**config.mk**
```make
export PLATFORM = sky130hd
export DESIGN_NAME = mpeg_audio_frame_header_decode
export DESIGN_NICKNAME = d
export VERILOG_FILES = /design/src/design/mafh_pkg.sv /design/src/design/mafh_front.sv /design/src/design/mafh_queue.sv /design/src/design/mafh_back.sv /design/src/design/mpeg_audio_frame_header_decode.sv
export SDC_FILE = /design/constraint.sdc
export NUM_CORES = 2
export LEC_CHECK = 0
export BUFFER_PORTS_ARGS = -buffer_cell sky130_fd_sc_hd__buf_2
export CAP_MARGIN = 20
export CORE_MARGIN = 1
export CORE_UTILIZATION = 52
export DETAILED_ROUTE_END_ITERATION = 10
export PLACE_DENSITY = 0.69
export SLEW_MARGIN = 40
export SYNTH_ARGS = -nofsm -noshare
export SYNTH_HDL_FRONTEND = slang
export SYNTH_SLANG_ARGS = --single-unit
```
**constraint.sdc**
```tcl
create_clock -name i_clk -period 15.05 [get_ports i_clk]
set_input_delay 0.7525 -clock i_clk [delete_from_list [all_inputs] [get_ports i_clk]]
set_output_delay 0.7525 -clock i_clk [all_outputs]
set_load 0.05 [all_outputs]
```
**src/design/mafh_pkg.sv**
```systemverilog
// mafh_pkg: types, codes, lookup tables and reciprocal constants for the
// MPEG audio frame header decoder. No dependencies.
package mafh_pkg;

    // status codes, in check priority order
    typedef enum logic [2:0] {
        ST_OK          = 3'd0,
        ST_NO_SYNC     = 3'd1,
        ST_RSV_VERSION = 3'd2,
        ST_RSV_LAYER   = 3'd3,
        ST_BAD_BITRATE = 3'd4,
        ST_BAD_RATE    = 3'd5
    } t_status;

    // header field codes
    localparam logic [7:0] SYNC_BYTE    = 8'hFF;
    localparam logic [7:0] SYNC_HIGH    = 8'hE0;
    localparam logic [1:0] VER_RESERVED = 2'd1;
    localparam logic [1:0] VER_MPEG1    = 2'd3;
    localparam logic [1:0] LAYER_NONE   = 2'd0;
    localparam logic [1:0] LAYER_ONE    = 2'd1;
    localparam logic [1:0] LAYER_TWO    = 2'd2;
    localparam logic [1:0] MODE_MONO    = 2'b11;
    localparam logic [3:0] BR_FREE      = 4'd0;
    localparam logic [3:0] BR_BAD       = 4'd15;
    localparam logic [1:0] SR_RESERVED  = 2'd3;

    // field widths
    localparam int HZ_W      = 16;
    localparam int KBPS_W    = 9;
    localparam int BYTES_W   = 11;
    localparam int PADADD_W  = 3;
    localparam int K_W       = 18;  // samples per frame * 1000 / 8
    localparam int NUM_W     = 26;  // dividend, at most 55,296,000
    localparam int RECIP_W   = 30;  // ceil(2^42 / hz)
    localparam int RECIP_SHIFT = 42;
    localparam int PROD_W    = NUM_W + RECIP_W;
    localparam int QUOT_W    = PROD_W - RECIP_SHIFT;
    localparam int LEN_W     = QUOT_W + 1;

    localparam logic [BYTES_W-1:0] FRAME_MAX = 11'd2047;

    // bytes-per-kbit scale for each samples-per-frame value
    localparam int KBIT = 1000;
    localparam logic [K_W-1:0] K_SPF_384  = K_W'(384 * KBIT / 8);
    localparam logic [K_W-1:0] K_SPF_576  = K_W'(576 * KBIT / 8);
    localparam logic [K_W-1:0] K_SPF_1152 = K_W'(1152 * KBIT / 8);

    // reciprocals; floor(n * r >> 42) == floor(n / hz) for n below 2^26
    localparam longint unsigned RECIP_ONE = 64'd1 << RECIP_SHIFT;
    localparam logic [RECIP_W-1:0] R_11025 = RECIP_W'((RECIP_ONE + 64'd11024) / 64'd11025);
    localparam logic [RECIP_W-1:0] R_12000 = RECIP_W'((RECIP_ONE + 64'd11999) / 64'd12000);
    localparam logic [RECIP_W-1:0] R_8000  = RECIP_W'((RECIP_ONE + 64'd7999) / 64'd8000);
    localparam logic [RECIP_W-1:0] R_22050 = RECIP_W'((RECIP_ONE + 64'd22049) / 64'd22050);
    localparam logic [RECIP_W-1:0] R_24000 = RECIP_W'((RECIP_ONE + 64'd23999) / 64'd24000);
    localparam logic [RECIP_W-1:0] R_16000 = RECIP_W'((RECIP_ONE + 64'd15999) / 64'd16000);
    localparam logic [RECIP_W-1:0] R_44100 = RECIP_W'((RECIP_ONE + 64'd44099) / 64'd44100);
    localparam logic [RECIP_W-1:0] R_48000 = RECIP_W'((RECIP_ONE + 64'd47999) / 64'd48000);
    localparam logic [RECIP_W-1:0] R_32000 = RECIP_W'((RECIP_ONE + 64'd31999) / 64'd32000);

    // bit rate rows: MPEG1 L1, L2, L3, MPEG2/2.5 L1, MPEG2/2.5 L2 and L3
    localparam logic [KBPS_W-1:0] KBPS_TABLE [0:4][0:15] = '{
        '{9'd0, 9'd32, 9'd64, 9'd96, 9'd128, 9'd160, 9'd192, 9'd224,
          9'd256, 9'd288, 9'd320, 9'd352, 9'd384, 9'd416, 9'd448, 9'd0},
        '{9'd0, 9'd32, 9'd48, 9'd56, 9'd64, 9'd80, 9'd96, 9'd112,
          9'd128, 9'd160, 9'd192, 9'd224, 9'd256, 9'd320, 9'd384, 9'd0},
        '{9'd0, 9'd32, 9'd40, 9'd48, 9'd56, 9'd64, 9'd80, 9'd96,
          9'd112, 9'd128, 9'd160, 9'd192, 9'd224, 9'd256, 9'd320, 9'd0},
        '{9'd0, 9'd32, 9'd48, 9'd56, 9'd64, 9'd80, 9'd96, 9'd112,
          9'd128, 9'd144, 9'd160, 9'd176, 9'd192, 9'd224, 9'd256, 9'd0},
        '{9'd0, 9'd8, 9'd16, 9'd24, 9'd32, 9'd40, 9'd48, 9'd56,
          9'd64, 9'd80, 9'd96, 9'd112, 9'd128, 9'd144, 9'd160, 9'd0}
    };

    // sample rate by version code and rate index
    localparam logic [HZ_W-1:0] HZ_TABLE [0:3][0:3] = '{
        '{16'd11025, 16'd12000, 16'd8000, 16'd0},
        '{16'd0, 16'd0, 16'd0, 16'd0},
        '{16'd22050, 16'd24000, 16'd16000, 16'd0},
        '{16'd44100, 16'd48000, 16'd32000, 16'd0}
    };

    localparam logic [RECIP_W-1:0] RECIP_TABLE [0:3][0:3] = '{
        '{R_11025, R_12000, R_8000, '0},
        '{'0, '0, '0, '0},
        '{R_22050, R_24000, R_16000, '0},
        '{R_44100, R_48000, R_32000, '0}
    };

    // one classified header
    typedef struct packed {
        t_status               status;
        logic [1:0]            version_code;
        logic [1:0]            layer_number;
        logic [1:0]            channel_count;
        logic [HZ_W-1:0]       hz;
        logic [KBPS_W-1:0]     kbps;
        logic                  pad;
        logic [PADADD_W-1:0]   pad_add;
        logic [K_W-1:0]        spf_k;
        logic [RECIP_W-1:0]    recip;
    } t_item;

    // transaction between front, queue and back
    typedef struct packed {
        logic  valid;
        t_item item;
    } t_xfer;

    localparam int QUEUE_DEPTH = 2;

endpackage

```
**src/design/mafh_front.sv**
```systemverilog
// mafh_front: accepts header words, checks sync and decodes fields and
// table entries into one registered item. Depends on mafh_pkg.
module mafh_front (
    input  logic           i_clk,
    input  logic           i_rst_n,
    input  logic           start,
    input  logic [31:0]    i_header_word,
    input  logic           i_full,
    output logic           busy,
    output mafh_pkg::t_xfer o_push
);
    import mafh_pkg::*;

    logic  r_valid;
    t_item r_item;
    t_item n_item;
    logic  w_push;
    logic  w_accept;

    // header decode and classification
    always_comb begin
        logic [1:0] ver;
        logic [1:0] lay_code;
        logic [1:0] layer;
        logic [3:0] br_idx;
        logic [1:0] sr_idx;
        logic       pad;
        logic [2:0] row;
        logic       sync_ok;
        ver      = i_header_word[20:19];
        lay_code = i_header_word[18:17];
        layer    = (lay_code == 2'd0) ? LAYER_NONE : 2'(3'd4 - {1'b0, lay_code});
        br_idx   = i_header_word[15:12];
        sr_idx   = i_header_word[11:10];
        pad      = i_header_word[9];
        sync_ok  = (i_header_word[31:24] == SYNC_BYTE)
                && ((i_header_word[23:16] & SYNC_HIGH) == SYNC_HIGH);

        n_item = '0;
        n_item.version_code  = ver;
        n_item.layer_number  = layer;
        n_item.channel_count = (i_header_word[7:6] == MODE_MONO) ? 2'd1 : 2'd2;
        n_item.pad           = pad;

        if (!sync_ok) begin
            n_item.status = ST_NO_SYNC;
        end else if (ver == VER_RESERVED) begin
            n_item.status = ST_RSV_VERSION;
        end else if (layer == LAYER_NONE) begin
            n_item.status = ST_RSV_LAYER;
        end else if (br_idx == BR_FREE || br_idx == BR_BAD) begin
            n_item.status = ST_BAD_BITRATE;
        end else if (sr_idx == SR_RESERVED) begin
            n_item.status = ST_BAD_RATE;
        end else begin
            n_item.status = ST_OK;
        end

        // bit rate row
        if (ver == VER_MPEG1) begin
            row = 3'(layer - 2'd1);
        end else begin
            row = (layer == LAYER_ONE) ? 3'd3 : 3'd4;
        end
        if (row > 3'd4) begin
            row = 3'd4;
        end

        // samples per frame scale and padding size
        if (layer == LAYER_ONE) begin
            n_item.spf_k   = K_SPF_384;
            n_item.pad_add = pad ? 3'd4 : 3'd0;
        end else begin
            n_item.spf_k   = (layer == LAYER_TWO || ver == VER_MPEG1) ? K_SPF_1152 : K_SPF_576;
            n_item.pad_add = {2'b00, pad};
        end

        n_item.recip = RECIP_TABLE[ver][sr_idx];
        if (n_item.status == ST_OK) begin
            n_item.hz   = HZ_TABLE[ver][sr_idx];
            n_item.kbps = KBPS_TABLE[row][br_idx];
        end
    end

    assign w_push   = r_valid && !i_full;
    assign busy     = r_valid && i_full;
    assign w_accept = start && !busy;

    // front register
    always_ff @(posedge i_clk) begin
        if (!i_rst_n) begin
            r_valid <= 1'b0;
        end else if (w_accept) begin
            r_valid <= 1'b1;
        end else if (w_push) begin
            r_valid <= 1'b0;
        end
    end

    always_ff @(posedge i_clk) begin
        if (w_accept) begin
            r_item <= n_item;
        end
    end

    assign o_push.valid = w_push;
    assign o_push.item  = r_item;

endmodule

```
**src/design/mafh_queue.sv**
```systemverilog
// mafh_queue: short flop-based queue between front and back.
// Depends on mafh_pkg.
module mafh_queue (
    input  logic            i_clk,
    input  logic            i_rst_n,
    input  mafh_pkg::t_xfer i_push,
    input  logic            i_pop,
    output logic            o_full,
    output mafh_pkg::t_xfer o_head
);
    import mafh_pkg::*;

    localparam int PTR_W = (QUEUE_DEPTH > 1) ? $clog2(QUEUE_DEPTH) : 1;
    localparam int CNT_W = $clog2(QUEUE_DEPTH + 1);

    t_item            r_mem [QUEUE_DEPTH];
    logic [PTR_W-1:0] r_wr_ptr;
    logic [PTR_W-1:0] r_rd_ptr;
    logic [CNT_W-1:0] r_count;
    logic             w_empty;
    logic             w_do_pop;

    assign o_full   = (r_count == CNT_W'(QUEUE_DEPTH));
    assign w_empty  = (r_count == '0);
    assign w_do_pop = i_pop && !w_empty;

    // pointers and fill count
    always_ff @(posedge i_clk) begin
        if (!i_rst_n) begin
            r_wr_ptr <= '0;
            r_rd_ptr <= '0;
            r_count  <= '0;
        end else begin
            if (i_push.valid) begin
                r_wr_ptr <= (r_wr_ptr == PTR_W'(QUEUE_DEPTH - 1)) ? '0 : r_wr_ptr + 1'b1;
            end
            if (w_do_pop) begin
                r_rd_ptr <= (r_rd_ptr == PTR_W'(QUEUE_DEPTH - 1)) ? '0 : r_rd_ptr + 1'b1;
            end
            if (i_push.valid && !w_do_pop) begin
                r_count <= r_count + 1'b1;
            end else if (w_do_pop && !i_push.valid) begin
                r_count <= r_count - 1'b1;
            end
        end
    end

    // entry storage
    always_ff @(posedge i_clk) begin
        if (i_push.valid) begin
            r_mem[r_wr_ptr] <= i_push.item;
        end
    end

    assign o_head.valid = !w_empty;
    assign o_head.item  = r_mem[r_rd_ptr];

    // checks
    a_no_overflow: assert property (@(posedge i_clk) disable iff (!i_rst_n)
        o_full |-> !i_push.valid)
        else $error("push into full queue");
    a_count_bound: assert property (@(posedge i_clk) disable iff (!i_rst_n)
        r_count <= CNT_W'(QUEUE_DEPTH))
        else $error("queue count above depth");
    a_pop_drains: assert property (@(posedge i_clk) disable iff (!i_rst_n)
        (r_count == CNT_W'(1) && i_pop && !i_push.valid) |=> w_empty)
        else $error("queue not empty after last pop");

endmodule

```
**src/design/mafh_back.sv**
```systemverilog
// mafh_back: frame length datapath, dividend multiply, reciprocal multiply,
// padding and saturation, registered result strobe. Depends on mafh_pkg.
module mafh_back (
    input  logic                            i_clk,
    input  logic                            i_rst_n,
    input  mafh_pkg::t_xfer                 i_head,
    output logic                            o_pop,
    output logic                            o_valid,
    output logic [2:0]                      o_status,
    output logic [1:0]                      o_version_code,
    output logic [1:0]                      o_layer_number,
    output logic [1:0]                      o_channel_count,
    output logic [mafh_pkg::HZ_W-1:0]       o_sample_rate_hz,
    output logic [mafh_pkg::KBPS_W-1:0]     o_bit_rate_kbps,
    output logic                            o_padding_bit,
    output logic [mafh_pkg::BYTES_W-1:0]    o_frame_bytes
);
    import mafh_pkg::*;

    logic                  r_s1_valid;
    t_item                 r_s1_item;
    logic [NUM_W-1:0]      r_s1_num;
    logic                  r_s2_valid;
    t_item                 r_s2_item;
    logic [PROD_W-1:0]     r_s2_prod;
    logic                  r_out_valid;
    t_item                 r_out_item;
    logic [BYTES_W-1:0]    r_out_bytes;

    logic [K_W+KBPS_W-1:0] w_num_full;
    logic [PROD_W-1:0]     w_prod;
    logic [QUOT_W-1:0]     w_quot;
    logic [LEN_W-1:0]      w_len;
    logic [BYTES_W-1:0]    n_bytes;

    // back takes every queued transaction at once
    assign o_pop = i_head.valid;

    // stage 1: dividend = spf * 1000 / 8 * kbps
    assign w_num_full = {{KBPS_W{1'b0}}, i_head.item.spf_k}
                      * {{K_W{1'b0}}, i_head.item.kbps};

    // stage 2: dividend times reciprocal of the sample rate
    assign w_prod = {{RECIP_W{1'b0}}, r_s1_num} * {{NUM_W{1'b0}}, r_s1_item.recip};

    // stage 3: quotient, padding, saturation
    always_comb begin
        w_quot = r_s2_prod[PROD_W-1:RECIP_SHIFT];
        w_len  = {1'b0, w_quot} + LEN_W'(r_s2_item.pad_add);
        if (r_s2_item.status != ST_OK) begin
            n_bytes = '0;
        end else if (w_len > LEN_W'(FRAME_MAX)) begin
            n_bytes = FRAME_MAX;
        end else begin
            n_bytes = w_len[BYTES_W-1:0];
        end
    end

    // valid pipeline
    always_ff @(posedge i_clk) begin
        if (!i_rst_n) begin
            r_s1_valid  <= 1'b0;
            r_s2_valid  <= 1'b0;
            r_out_valid <= 1'b0;
        end else begin
            r_s1_valid  <= i_head.valid;
            r_s2_valid  <= r_s1_valid;
            r_out_valid <= r_s2_valid;
        end
    end

    // payload pipeline
    always_ff @(posedge i_clk) begin
        r_s1_item   <= i_head.item;
        r_s1_num    <= w_num_full[NUM_W-1:0];
        r_s2_item   <= r_s1_item;
        r_s2_prod   <= w_prod;
        r_out_item  <= r_s2_item;
        r_out_bytes <= n_bytes;
    end

    assign o_valid          = r_out_valid;
    assign o_status         = r_out_item.status;
    assign o_version_code   = r_out_item.version_code;
    assign o_layer_number   = r_out_item.layer_number;
    assign o_channel_count  = r_out_item.channel_count;
    assign o_sample_rate_hz = r_out_item.hz;
    assign o_bit_rate_kbps  = r_out_item.kbps;
    assign o_padding_bit    = r_out_item.pad;
    assign o_frame_bytes    = r_out_bytes;

    // checks
    a_err_zero_len: assert property (@(posedge i_clk) disable iff (!i_rst_n)
        (o_valid && o_status != ST_OK) |-> (o_frame_bytes == '0 && o_sample_rate_hz == '0))
        else $error("error result carries a length or rate");
    a_ok_nonzero: assert property (@(posedge i_clk) disable iff (!i_rst_n)
        (o_valid && o_status == ST_OK) |-> (o_frame_bytes != '0 && o_bit_rate_kbps != '0))
        else $error("good header gave empty frame");
    a_latency: assert property (@(posedge i_clk) disable iff (!i_rst_n)
        i_head.valid |=> ##2 o_valid)
        else $error("transaction lost in back pipeline");

endmodule

```
**src/design/mpeg_audio_frame_header_decode.sv**
```systemverilog
// mpeg_audio_frame_header_decode: top level of the MPEG audio header decoder.
// Depends on mafh_pkg, mafh_front, mafh_queue and mafh_back.
//
// Usage:
//   Input: drive i_header_word and raise start; the word is taken at a
//   rising edge where start is high and busy is low. One header may be
//   taken every cycle.
//   Output: each header yields one result, shown for exactly one cycle with
//   o_valid high, in the order the headers were taken. Results cannot be
//   held off by the receiver.
//   Pipeline: a header passes the front register, queue, dividend multiply,
//   reciprocal multiply and output register in that order.
//   Throughput: one header per cycle while busy is low, set by the two
//   pipelined multipliers that replace the divide by the sample rate.
//   busy rises only when the front register holds a header and the
//   two-entry queue is full; with the back draining every cycle this does
//   not happen in normal use.
//   Reset (i_rst_n low, synchronous) empties the front register, queue and
//   back pipeline; headers in flight are dropped and no result follows.
module mpeg_audio_frame_header_decode (
    input  logic                         i_clk,
    input  logic                         i_rst_n,
    input  logic                         start,
    output logic                         busy,
    input  logic [31:0]                  i_header_word,
    output logic                         o_valid,
    output logic [2:0]                   o_status,
    output logic [1:0]                   o_version_code,
    output logic [1:0]                   o_layer_number,
    output logic [1:0]                   o_channel_count,
    output logic [mafh_pkg::HZ_W-1:0]    o_sample_rate_hz,
    output logic [mafh_pkg::KBPS_W-1:0]  o_bit_rate_kbps,
    output logic                         o_padding_bit,
    output logic [mafh_pkg::BYTES_W-1:0] o_frame_bytes
);
    import mafh_pkg::*;

    t_xfer w_push;
    t_xfer w_head;
    logic  w_full;
    logic  w_pop;

    // classify
    mafh_front u_front (
        .i_clk         (i_clk),
        .i_rst_n       (i_rst_n),
        .start         (start),
        .i_header_word (i_header_word),
        .i_full        (w_full),
        .busy          (busy),
        .o_push        (w_push)
    );

    // decouple
    mafh_queue u_queue (
        .i_clk   (i_clk),
        .i_rst_n (i_rst_n),
        .i_push  (w_push),
        .i_pop   (w_pop),
        .o_full  (w_full),
        .o_head  (w_head)
    );

    // frame length datapath
    mafh_back u_back (
        .i_clk            (i_clk),
        .i_rst_n          (i_rst_n),
        .i_head           (w_head),
        .o_pop            (w_pop),
        .o_valid          (o_valid),
        .o_status         (o_status),
        .o_version_code   (o_version_code),
        .o_layer_number   (o_layer_number),
        .o_channel_count  (o_channel_count),
        .o_sample_rate_hz (o_sample_rate_hz),
        .o_bit_rate_kbps  (o_bit_rate_kbps),
        .o_padding_bit    (o_padding_bit),
        .o_frame_bytes    (o_frame_bytes)
    );

endmodule

```
======== Word level (Yosys, flattened, before mapping) ========
Memories as Yosys holds them, arrays and structs flattened. A register that Yosys moved wholly into a read port is not among the register bits.
Index checks and enable logic that the tools add are counted.
W data, S select, Z words.
word-level totals
  word-level logic and storage cells ...... 137
  RAM bits ................................ 172
  register bits after elaboration ......... 328
  input bits .............................. 35
  memory bits (read-only) ................. 1,152
  output and inout port bits .............. 48
  memories ................................ 2
memory list
  name              depth  width  rd ports  clocked after memory_dff  write ports  line              text
  (name not given)  8      144    1         0                         0            mafh_front.sv:81  n_item.kbps = KBPS_TABLE[row][br_idx];
  u_queue.r_mem     2      86     1         1                         1            mafh_queue.sv:16  t_item r_mem [QUEUE_DEPTH];
cells by class
  reductions and logical operators ........ 20
  $add $sub $neg .......................... 7
  bitwise operators ....................... 4
  multiplexer cells ....................... 41
  multiply operators ...................... 2
  eq/ne operators ......................... 10
  $lt $le $gt $ge ......................... 6
operators with widths
  kind                    count
  $mux W144               2
  $bmux W120 S2           1
  $mux W120               2
  $bmux W64 S2            1
  $mux W64                2
  $bmux W30 S2            1
  $mux W30                2
  $mul A26 B30 Y56        1
  $bmux W9 S4             1
  $bmux W16 S2            1
  $mux W16                2
  $mux W3                 9
  $mul A18 B9 Y26         1
  $mux W19                1
  $mux W18                1
  $mux W9                 2
  $add A14 B3 Y15         1
  $gt A15 B11 Y1 const B  1
  $mux W11                1
  $eq A2 B2 Y1 const B    5
  $eq A8 B8 Y1 const B    1
  $mux W1                 8
  $mux W2                 4
  $ge A3 B3 Y1 const B    2
  other kinds (22)        37

======== Depth between registers and ports, before layout ========
  depth in word-level cells ............... 14
  depth in mapped cells ................... 26
  depth with buffers taken out ............ 24

======== Modules after synthesis ========
From an unflattened synthesis, not the netlist that was laid out.
unflattened totals
  cell total of the unflattened synthesis .. 4,125
  area total of the unflattened synthesis .. 43,561.8 um2
modules (own cells, without submodules)
  module      cells an instance  instances  area each (um2)
  mafh_back   3,493              1          33,323.2
  mafh_queue  290                1          6,630.1
  mafh_front  342                1          3,608.5

======== Worst setup path before layout ========
No wires, ideal clock.
  path type ............................... reg-to-reg
  from .................................... register u_back.r_s1_num[11]
  to ...................................... register u_back.r_s2_prod[52]
  path buffers ............................ 2
  setup slack ............................. 8.787 ns
  library setup time ...................... 0.095 ns
  cell stages (with the launch flop) ...... 22
  clock period less this slack ............ 6.263 ns
  arrival ................................. 6.167 ns
  path through ............................ dfxtp_1 > clkbuf_1 > clkbuf_1 > nand2_1 > fa_1 > fa_1 > fa_1 > inv_1 > fa_1 > fa_1 > fa_1 > ha_1 > ha_1 > and3_1 > o211a_1 > nor4_2 > o21ai_1 > o21ai_2 > a21oi_2 > o221a_1 > or4_1 > o311ai_1
on the way
  cells in the longest elaborated chain, start to end .. 1
RTL lines
  element                      line             text
  start, declared              mafh_back.sv:22  logic [NUM_W-1:0] r_s1_num;
  start signal, assigned       mafh_back.sv:75  r_s1_num <= w_num_full[NUM_W-1:0];
  $mul A26 B30 Y56             mafh_back.sv:44  assign w_prod = {{RECIP_W{1'b0}}, r_s1_num} * {{NUM_W{1'b0}}, r_s1_item.recip};
  named net u_back.w_prod[52]  mafh_back.sv:31  logic [PROD_W-1:0] w_prod;
  end signal, assigned         mafh_back.sv:77  r_s2_prod <= w_prod;
  end, declared                mafh_back.sv:25  logic [PROD_W-1:0] r_s2_prod;
The timed path passes the listed nets, and every way through them passes these cells.
A chain may end at the register's enable or synchronous reset.

======== Worst setup path after layout ========
  from .................................... register u_back.r_s1_item[14] in the netlist's numbering
  to ...................................... register u_back.r_s2_prod[48]
on the way
  cells in the longest elaborated chain, start to end .. 1
RTL lines
  element                      line             text
  start, declared              mafh_back.sv:21  t_item r_s1_item;
  start signal, assigned       mafh_back.sv:74  r_s1_item <= i_head.item;
  $mul A26 B30 Y56             mafh_back.sv:44
  named net u_back.w_prod[48]  mafh_back.sv:31
The timed path passes the listed nets, and every way through them passes these cells.

==> flow_summary.json <==
{
  "cts_made_buffers": 37,
  "wirelength_um": 65000,
  "clkTransAtPathRegs_ps": 60,
  "postCtsSetupBuffers": 0,
  "wl_per_cell_um": 17.7,
  "layout-drive-gt1-share": 0.0814,
  "remaining_drc_errors": 0,
  "critPathMostFrequentCell": "fa_1",
  "n_antenna_cell": 0,
  "cts_sinks": 376,
  "gp_congestion": 0.941,
  "cts_root_buf": "clkbuf_16",
  "synth_top_area_cell": "fa_1",
  "timing.hold.ws_ps": 322,
  "synth_fa_ha_area_frac": 0.402,
  "die_w_um": 245,
  "critPathMaxFanout": 17,
  "fp-row-count": 88,
  "fill_cells": 4804,
  "synthSimpleGateAreaFrac": 0.123,
  "grt_pass1_vias": 21500,
  "setup_viol": 0,
  "hold_viol": 0,
  "core_area_um2": 58000,
  "ant_nets": 0,
  "grt_pass1_wl_um": 108000,
  "cts_tree": "yes",
  "die_area_um2": 60000,
  "start_kind": "flop",
  "slew_headroom": 0.409,
  "worstPathRequired_ps": 15540,
  "synth-edff-count": 201,
  "synth_most_common_cell": "inv_1",
  "skew_ps": 37.7,
  "hold_class": "flop to flop",
  "arrival_ps": 7580,
  "finish.net_count": 3626,
  "grt_max_degree": 68,
  "slew_viol_final": 0,
  "fin_setup_tns_ps": 0,
  "netlist_area_um2": 30700,
  "cts_resized": 0,
  "cp-end-kind": "flop",
  "path_buf_inv": 1,
  "slowest_stage": "dfxtp_1",
  "insertion_delay_ps": 580,
  "cap_violations": 0,
  "rsz0062_at_grt": "false",
  "clk_path_buf_depth": 3,
  "netlist_instances": 2858,
  "area_delta_synth_final_pct": 7.48,
  "fp.dieH_um": 245,
  "path_cells": "nand2_1 -> fa_1 -> inv_1 -> fa_1 -> fa_1 -> fa_1 -> fa_1 -> fa_1 -> ha_1 -> ha_1 -> a21o_1 -> a21o_1 -> a21oi_1 -> o221ai_1 -> a211oi_1 -> o21ai_1 -> a21o_1 -> a21oi_1 -> xnor2_1",
  "start_util": 0.529,
  "yosys_register_bits": 376,
  "dp_hpwl_um": 48100,
  "io_pins": 83,
  "num_vias": 19600,
  "netlist.area_leader.share": 0.291,
  "synthFlopType": "edfxtp_1",
  "synth_top_family_by_area": "adder cells",
  "fmax_mhz": 141,
  "track_usage": 0.227,
  "crit_type": "flop to flop",
  "ctsHoldBuffers": 0,
  "ys_async_sr_fraction": 0,
  "synth.distinct_cells": 59,
  "synth-compound-area-share": 0.0444,
  "port_buffers": 70,
  "ys_seq_area_frac": 0.311,
  "final_core_util": 0.568,
  "status": "complete, no violations",
  "max_stage_delay_ps": 880,
  "place_area_um2": 31800,
  "synth_xor_area_frac": 0.0120,
  "drt_iter0_drc": 1035,
  "dr.pass1.iters": 5,
  "antenna_found_initial": 1,
  "yosysWarnings": 0,
  "synth_mux_area_frac": 0.0248,
  "synth.area.top_cells": "fa_1, edfxtp_1, dfxtp_1",
  "postLayoutCellArea_um2": 33000,
  "path_delay_family": "adder cells",
  "worstMarginPinSlew_ps": 881,
  "via_per_inst": 5.34,
  "htree_levels": 2,
  "synthTopCellsByCount": "inv_1, fa_1, nand2_1, ha_1, and2_1",
  "finalCritPeriodShare": 0.471,
  "grt-ovfl-total": 0,
  "synth_area_per_cell_um2": 10.7,
  "post-route-min-period_ps": 7090
}
-- worst paths after layout --
path / startpoint / end / cells past startpoint / slack, ps
worst max-delay path: u_back.r_s1_item[14] / u_back.r_s2_prod[48] / 19 / 7960
worst min-delay path: u_back.r_s1_item[75] / u_back.r_s2_item[75] / 0 / 320
worst max register to register: u_back.r_s1_item[14] / u_back.r_s2_prod[48] / 19 / 7960
worst min register to register: u_back.r_s1_item[75] / u_back.r_s2_item[75] / 0 / 320
-- stage by stage --
stage | worst slack, ps | instances
after detailed placement | 7960 | 3598
after floorplan | 8790 | 2861
after global placement | 8060 | 3595
final | 7960 | 3666
after global routing | 7620 | 3666
after CTS | 7930 | 3666
-- placed cells by master, fill, tap and decap left out, drive strengths merged, types with 5 or more instances in the layout --
cell	Yosys	layout
clkbuf	108	48
or2	10	10
xnor2	29	29
nor2b	11	11
o21ai	49	49
nand2b	17	17
mux2	56	56
edfxtp	201	201
or3	5	5
inv	555	561
mux2i	13	13
a31oi	9	9
buf	10	90
a21o	22	22
o211ai	6	6
a211oi	12	12
fa	446	446
clkinv	0	10
nand3	17	17
and2	269	269
o21bai	7	7
a21oi	89	89
nor2	77	77
nand2	301	301
ha	273	273
dfxtp	175	175
and3	10	10
nor3	11	11
nand4	14	14
xor2	13	13
-- worst reg2reg max path, delay by kind of cell (launching register included) --
| family | cells | cell delay [ps] |
|---|---|---|
| xor+xnor | 1 | 130 |
| compound gates | 8 | 2110 |
| buf+inv | 1 | 60 |
| flops | 1 | 880 |
| simple gates | 1 | 190 |
| fa+ha+maj | 8 | 3660 |
-- layout make-up --
class                      instances  area (µm²)  share of cell area
sequential                       376        9550               0.290
multi-input combinational       1812       18600               0.565
tap                              765         957              0.0290
timing repair buffer              90         524              0.0159
clock buffer                      48        1050              0.0318
clock inverter                    20         179             0.00542
inverter                         555        2080              0.0632
-- metal layers --
metal	track usage	wire (µm)	vias up
li1	-	-	8925
met5	0	0	-
met3	0.0348	3230	157
met2	0.394	32600	561
met4	0.0947	2480	0
met1	0.282	26700	9919
-- logic make-up (layout without fill, tap and decap cells) --
| kind of cell | after synthesis | in the layout |
|---|---|---|
| adder cells (fa/ha/maj) | 719 | 719 |
| XOR/XNOR | 42 | 42 |
| multiplexers | 69 | 69 |
| other | 1 | 4 |
| flip-flops | 376 | 376 |
| AO/OA/AOI/OAI | 223 | 223 |
| buffers and inverters | 673 | 713 |
| AND/OR/NAND/NOR | 755 | 755 |
-- flip-flops by register name (all words and copies together) (netlist names), 2 cells and up, named ones only --
name	cells
u_queue.r_mem	134
u_front.o_push	67
u_back.r_s1_item	62
u_back.r_s2_item	32
u_back.r_s1_num	17
u_back.o_sample_rate_hz	14
u_back.r_s2_prod	14
u_back.o_frame_bytes	11
u_back.o_bit_rate_kbps	6
u_back.o_status	3
u_back.o_channel_count	2
u_back.o_layer_number	2
u_back.o_version_code	2
u_queue.r_count	2
Power is left out: the tool's default activity adds up to more than one toggle a clock period on the data nets, which glitch-free logic cannot reach.
